===== src/hdl/aspc_pkg.sv =====
// ----------------------------------------------------------------------------
// aspc_pkg
// Shared types and constants of the acute set point checker: point layout,
// input and result words, action codes and sequencer states.
// ----------------------------------------------------------------------------
`default_nettype none

package aspc_pkg;

  localparam int unsigned COORD_W     = 16;
  localparam int unsigned NUM_COORDS  = 4;
  localparam int unsigned POINT_W     = COORD_W * NUM_COORDS;
  localparam int unsigned LIMIT_W     = 5;
  localparam int unsigned COUNT_OUT_W = 5;
  localparam int unsigned DIFF_W      = COORD_W + 1;
  localparam int unsigned PROD_W      = 2 * DIFF_W;
  localparam int unsigned SUM_W       = PROD_W + 2;

  localparam logic [LIMIT_W-1:0] LIMIT_RESET = LIMIT_W'(9);

  // action codes, code 3 behaves as a plain test
  localparam logic [1:0] ACT_TEST   = 2'd0;
  localparam logic [1:0] ACT_APPEND = 2'd1;
  localparam logic [1:0] ACT_CLEAR  = 2'd2;

  // w in the low bits, z in the high bits
  typedef struct packed {
    logic [COORD_W-1:0] coord_z;
    logic [COORD_W-1:0] coord_y;
    logic [COORD_W-1:0] coord_x;
    logic [COORD_W-1:0] coord_w;
  } point_t;

  typedef struct packed {
    logic [1:0]         action;
    logic [COORD_W-1:0] coord_w;
    logic [COORD_W-1:0] coord_x;
    logic [COORD_W-1:0] coord_y;
    logic [COORD_W-1:0] coord_z;
  } in_word_t;

  typedef struct packed {
    logic                   accepted;
    logic [COUNT_OUT_W-1:0] stored_count;
    logic                   set_full;
  } out_word_t;

  typedef enum logic [3:0] {
    S_IDLE,
    S_RD_I,
    S_RD_J,
    S_V0,
    S_V1,
    S_V2,
    S_DRAIN0,
    S_DRAIN1,
    S_FINISH
  } state_e;

endpackage

`default_nettype wire


===== src/hdl/aspc_dot_unit.sv =====
// ----------------------------------------------------------------------------
// aspc_dot_unit
// Shared vertex test: dot product of (a - v) and (c - v) over four coords,
// two pipeline stages, one vertex issued per cycle.
// ----------------------------------------------------------------------------
`default_nettype none

module aspc_dot_unit
  import aspc_pkg::*;
(
  input  wire logic   clk_i,
  input  wire logic   rst_ni,
  input  wire logic   issue_i,
  input  wire point_t pt_a_i,
  input  wire point_t pt_v_i,
  input  wire point_t pt_c_i,
  output logic        res_valid_o,
  output logic        res_pos_o
);

  logic signed [DIFF_W-1:0] d1 [NUM_COORDS];
  logic signed [DIFF_W-1:0] d2 [NUM_COORDS];
  logic signed [PROD_W-1:0] prod_d [NUM_COORDS];
  logic signed [PROD_W-1:0] prod_q [NUM_COORDS];
  logic signed [SUM_W-1:0]  sum;
  logic                     v1_q, v2_q, pos_q;

  always_comb begin
    for (int k = 0; k < NUM_COORDS; k++) begin
      d1[k] = signed'({1'b0, pt_a_i[k*COORD_W +: COORD_W]})
            - signed'({1'b0, pt_v_i[k*COORD_W +: COORD_W]});
      d2[k] = signed'({1'b0, pt_c_i[k*COORD_W +: COORD_W]})
            - signed'({1'b0, pt_v_i[k*COORD_W +: COORD_W]});
      prod_d[k] = PROD_W'(d1[k]) * PROD_W'(d2[k]);
    end
  end

  always_ff @(posedge clk_i) begin
    for (int k = 0; k < NUM_COORDS; k++) begin
      prod_q[k] <= prod_d[k];
    end
  end

  always_comb begin
    sum = '0;
    for (int k = 0; k < NUM_COORDS; k++) begin
      sum = sum + SUM_W'(prod_q[k]);
    end
  end

  always_ff @(posedge clk_i) begin
    pos_q <= (sum != '0) && !sum[SUM_W-1];
  end

  always_ff @(posedge clk_i or negedge rst_ni) begin
    if (!rst_ni) begin
      v1_q <= 1'b0;
      v2_q <= 1'b0;
    end else begin
      v1_q <= issue_i;
      v2_q <= v1_q;
    end
  end

  assign res_valid_o = v2_q;
  assign res_pos_o   = pos_q;

endmodule

`default_nettype wire

===== config.mk =====
export PLATFORM = sky130hd
export DESIGN_NAME = aspc_dot_unit
export DESIGN_NICKNAME = d
export VERILOG_FILES = /design/src/hdl/aspc_pkg.sv /design/src/hdl/aspc_dot_unit.sv
export SDC_FILE = /design/constraint.sdc
export NUM_CORES = 2
export LEC_CHECK = 0
export ABC_AREA = 1
export BUFFER_PORTS_ARGS = -buffer_cell sky130_fd_sc_hd__buf_2
export CAP_MARGIN = 15
export CORE_MARGIN = 10
export CORE_UTILIZATION = 50
export CTS_CLUSTER_DIAMETER = 60
export DETAILED_ROUTE_END_ITERATION = 16
export GPL_TIMING_DRIVEN = 0
export PLACE_DENSITY = 0.66
export SYNTH_ARGS = -nofsm -noshare
export SYNTH_HDL_FRONTEND = slang
export SYNTH_SLANG_ARGS = --single-unit

===== constraint.sdc =====
create_clock -name clk_i -period 5.65 [get_ports clk_i]
set_clock_uncertainty 0.15 [all_clocks]
set_input_delay 0 -clock clk_i [delete_from_list [all_inputs] [get_ports clk_i]]
set_output_delay 0 -clock clk_i [all_outputs]
set_load 0.1 [all_outputs]

# Word-level counts from Yosys, hierarchy flattened
# Memories as Yosys holds them, arrays and structs flattened.
# Cells that the tools add are included.
# totals
romBits,0
ramBits,136
out_inout_bits,2
mem_count,1
latchBits,0
register_bits,3
# memory_table
name,words,word_bits,read_ports,rd_ports_with_merged_regs,wr,line_no,text
prod_q,4,34,4,0,4,aspc_dot_unit.sv:24,logic signed [PROD_W-1:0] prod_q [NUM_COORDS];
# classes
n_bitwise,0
muxes,0
n_eq_ne,0
shifts,0
addsub,11
multipliers,4
reduce_logical,3
n_lt_le_gt_ge,0
div_mod_pow,0
# op_table
op,count
17-bit by 17-bit multiplier with 34-bit output,4
16-bit by 16-bit subtractor with 17-bit output,8
35-bit by 34-bit adder with 36-bit output,1
36-bit by 34-bit adder with 36-bit output,1
36-bit nonzero test,1
34-bit by 34-bit adder with 35-bit output,1
1-bit logical AND,1
1-bit logical NOT,1

# Logic depth before layout (Yosys ltp)
# logic_depth
depth_word,5
ltp_mapped,41
depth_no_buf,40

# Worst setup path before layout
# OpenSTA, ideal clock, no wires.
# synth_path
path_type,input to register
startpoint,input pt_c_i[0] (netlist bit)
endpoint,memory prod_q[0][30] (netlist bit)
setup_time_ns,0.127
arrival_ns,6.435
path_slack_ns,-1.061
n_path_buf,0
path_stages,24
path_cell_list,inv_1 ha_1 fa_1 xnor2_1 clkinv_1 nor2_1 inv_1 fa_1 inv_1 fa_1 fa_1 fa_1 fa_1 inv_1 fa_1 inv_1 ha_1 a21oi_1 o21ai_0 a21oi_1 nand3_1 a21oi_1 o21ai_0 xor2_1
# synth_lines
item,line_no,text
"start, declared",aspc_dot_unit.sv:16,"input wire point_t pt_c_i,"
"end, declared",aspc_dot_unit.sv:24,

==> results.py <==
metrics = {
    "cts": {
        "cts_tree": "done",
        "cts.path.max_buffers": 2,
        "clkTransAtPathRegs_ns": 0.07,
        "clock_latency_ns": 0.45,
        "htreeDepth": 4,
        "clock-sinks": 139,
        "cts.root.buffer_cell": "clkbuf_16",
        "numCtsBuffers": 17,
    },
    "route": {
        "drc": 0,
        "route.detailed.wl_per_inst_um": 18.56,
        "routed_wl_mm": 167.5,
        "antenna_left": 0,
        "drtIter0Drc": 3087,
        "dr.pass1.iters": 6,
        "via_count": 46815,
        "route.met2.wl_mm": 81.61,
        "wl_met1_mm": 71.81,
        "via_per_inst": 5.187,
        "routed.top_layer": "met4",
        "wl_met3_mm": 9.365,
    },
    "global_route": {
        "grt_use_total_pct": 26.42,
        "grt_pass1_wl_mm": 267.7,
        "antenna_found_initial": 0,
        "grt_pass1_vias": 50038,
        "grt-ovfl-total": 0,
        "grt_start_max_net_pins": 17,
    },
    "min_path": {
        "worstHoldPathType": "primary input to flip-flop",
    },
    "critical_path": {
        "cp-start-kind": "primary input",
        "crit_fanout": 9,
        "slowest_stage": "fa_1",
        "cp_common_cell": "fa_1",
        "slowest_delay_ns": 0.56,
        "required_ns": 5.80,
        "arrival_ns": 6.82,
        "criticalPathCategory": "primary input to flip-flop",
        "endpoint_kind": "flip-flop",
    },
    "yosys": {
        "seq_area_frac_synth_pct": 4.968,
        "synth_area_um2": 56220,
        "synth.distinct_cells": 70,
        "yosys_warnings": 0,
        "synth_fp_nets": 8805,
        "netlist_instances": 6842,
        "avgSynthCellArea_um2": 8.217,
        "ys_seq_elements": 139,
    },
    "floorplan": {
        "fp.coreArea_um2": 111100,
        "initial_core_util_pct": 50.59,
        "die-area_um2": 126200,
        "die_w_um": 355.3,
        "pin_count": 197,
        "die_h_um": 355.3,
        "rows": 122,
    },
    "timing": {
        "rsz0062_at_grt": "true",
        "min_period_ns": 6.669,
        "max_slew_margin_pct": 48.42,
        "hold_slack_ns": 0.07304,
        "max_freq_ghz": 0.1500,
        "fin_setup_tns_ns": -46.72,
        "setup_viol_count_final": 83,
        "finalMaxSlewViolations": 0,
        "worstMarginPinSlew_ns": 0.7737,
        "timing.final.crit_share_pct": 118.0,
        "hold_viol": 0,
        "setup_ws_ns": -1.019,
    },
    "layout": {
        "drive_gt1_share_pct": 27.13,
        "nets": 9487,
        "stdcell_area_um2": 71310,
        "diodes": 0,
        "area_growth_pct": 26.85,
    },
    "outcome": {
        "outcome": "finished with violations",
        "violations": "negative setup slack",
    },
    "place": {
        "gp_congestion": 0.9617,
        "hpwl_mm": 135.7,
        "portBuffers": 196,
        "place_area_um2": 61050,
    },
    "run": {
        "maxCapViolCount": 0,
    },
}
synthesized netlist by cell type (all sizes together):
master   count  area [um^2]
nand4       29        181.4
o211a        1        10.01
dfrtp        2        50.05
o21bai      27        217.7
dfxtp      137         2743
a21o        25        187.7
o41ai        1        8.760
nor3        49        275.3
o221ai       3        26.28
nor4b        1        8.760
o31ai        4        30.03
xor2       129         1239
o211ai       5        52.55
nor2       774         2963
a21oi      291         1524
and2         4        25.02
and3         2        12.51
nand3      112        565.5
nand2     1255         4846
xnor2      100        890.9
ha         503         6294
nor3b        1        7.510
clkinv      20        75.07
nor4         5        31.28
o21a         8        60.06
o2111ai      7        80.07
fa        1265        25320
a31o         3        26.28
a221oi       6        52.55
a211o        1        8.760
a211oi       6        50.05
clkbuf      42        157.7
a31oi       11        90.08
or2         35        221.5
a21boi      10        86.33
nand3b      11        82.58
o21ai      135        739.5
inv       1773         6663
buf         48        304.0
a41oi        1        8.760
cell families (layout without fill, tap and decap cells):
kind of cell / count (synthesis) / count (layout) / synth area share [%]
adders and majority gates: 1768 / 1768 / 56.24
AOI/OAI and AO/OA: 545 / 545 / 5.798
DFF: 139 / 139 / 4.968
xor gates and xnor gates: 229 / 229 / 3.788
buffers and inverters: 1883 / 2578 / 12.81
and+or+nand+nor: 2278 / 2278 / 16.40
layout make-up:
class | instances | area, um^2
multi-input combinational | 4820 | 53020
buffer | 90 | 775.7
timing repair inverter | 2 | 20.02
clock inverter | 15 | 197.7
tap | 1488 | 1862
fill | 9293 | 39810
inverter | 1793 | 7078
timing repair buffer | 661 | 5137
clock buffer | 17 | 425.4
sequential | 139 | 2793
path summary, 6_finish.rpt:
kind	start	to	slack [ns]	cells past startpoint
worst min-delay path	issue_i	v1_q	0.07	2
max in group asynchronous	rst_ni	res_valid_o	4.97	3
min in group asynchronous	rst_ni	v1_q	0.26	3
worst min register to register	v1_q	res_valid_o	0.21	0
worst max register to register	prod_q[0][1]	res_pos_o	1.41	19
worst max-delay path	pt_c_i[32]	prod_q[2][33]	-1.02	36
what timing repair did:
action,4_1_cts,5_1_grt
cloned,4,2
endpoints found under the hold margin,4,0
pin swaps,357,370
buffers inserted,262,202
gates resized for setup,753,617
endpoints found under the setup margin,101,93
hold buffers,4,0
flip-flops by register name, indices dropped and copies added, names as in the netlist:
name and flops:
prod_q 136, res_pos_o 1, res_valid_o 1, v1_q 1
critical path: cells and delay by family:
family	cells	cell delay, ns
compound gates	4	0.60
simple gates	16	1.78
xor+xnor	1	0.17
buf+inv	6	0.46
fa+ha+maj	9	3.78
metrics by stage:
stage	cells	utilization [%]	setup slack (ns)
6_report	9025	64.17	-1.019
5_1_grt	9025	64.17	-1.355
4_1_cts	8829	60.64	-0.9730
3_5_place_dp	8527	54.93	-2.276
3_3_place_gp	8526	54.92	-2.169
2_1_floorplan	6842	-	-0.7800
metal layers:
layer  track usage (%)  up-vias
met1             36.24    23638
met2             44.71     1455
met3             2.537      265
li1                  -    21457
met5                 0        -
met4             6.745        0
cell usage in the layout (no fill, tap or decap), drive strengths merged, types with 5 or more instances in the layout:
cell type and instances:
clkinvlp 11, a211oi 6, fa 1265, nor4 5, nand3 112, a21o 25
or2 35, nand2 1255, nand4 29, dfxtp 137, xor2 129, xnor2 100
nand3b 11, a31oi 11, o21a 8, a221oi 6, a21boi 10, clkbuf 54
nor3 49, a21oi 291, o2111ai 7, o21ai 135, ha 503, o211ai 5
inv 1775, clkinv 22, buf 710, nor2 774, o21bai 27
Power is not shown: default switching activity piles up to over one toggle a cycle in this logic, so the estimate is an artifact.
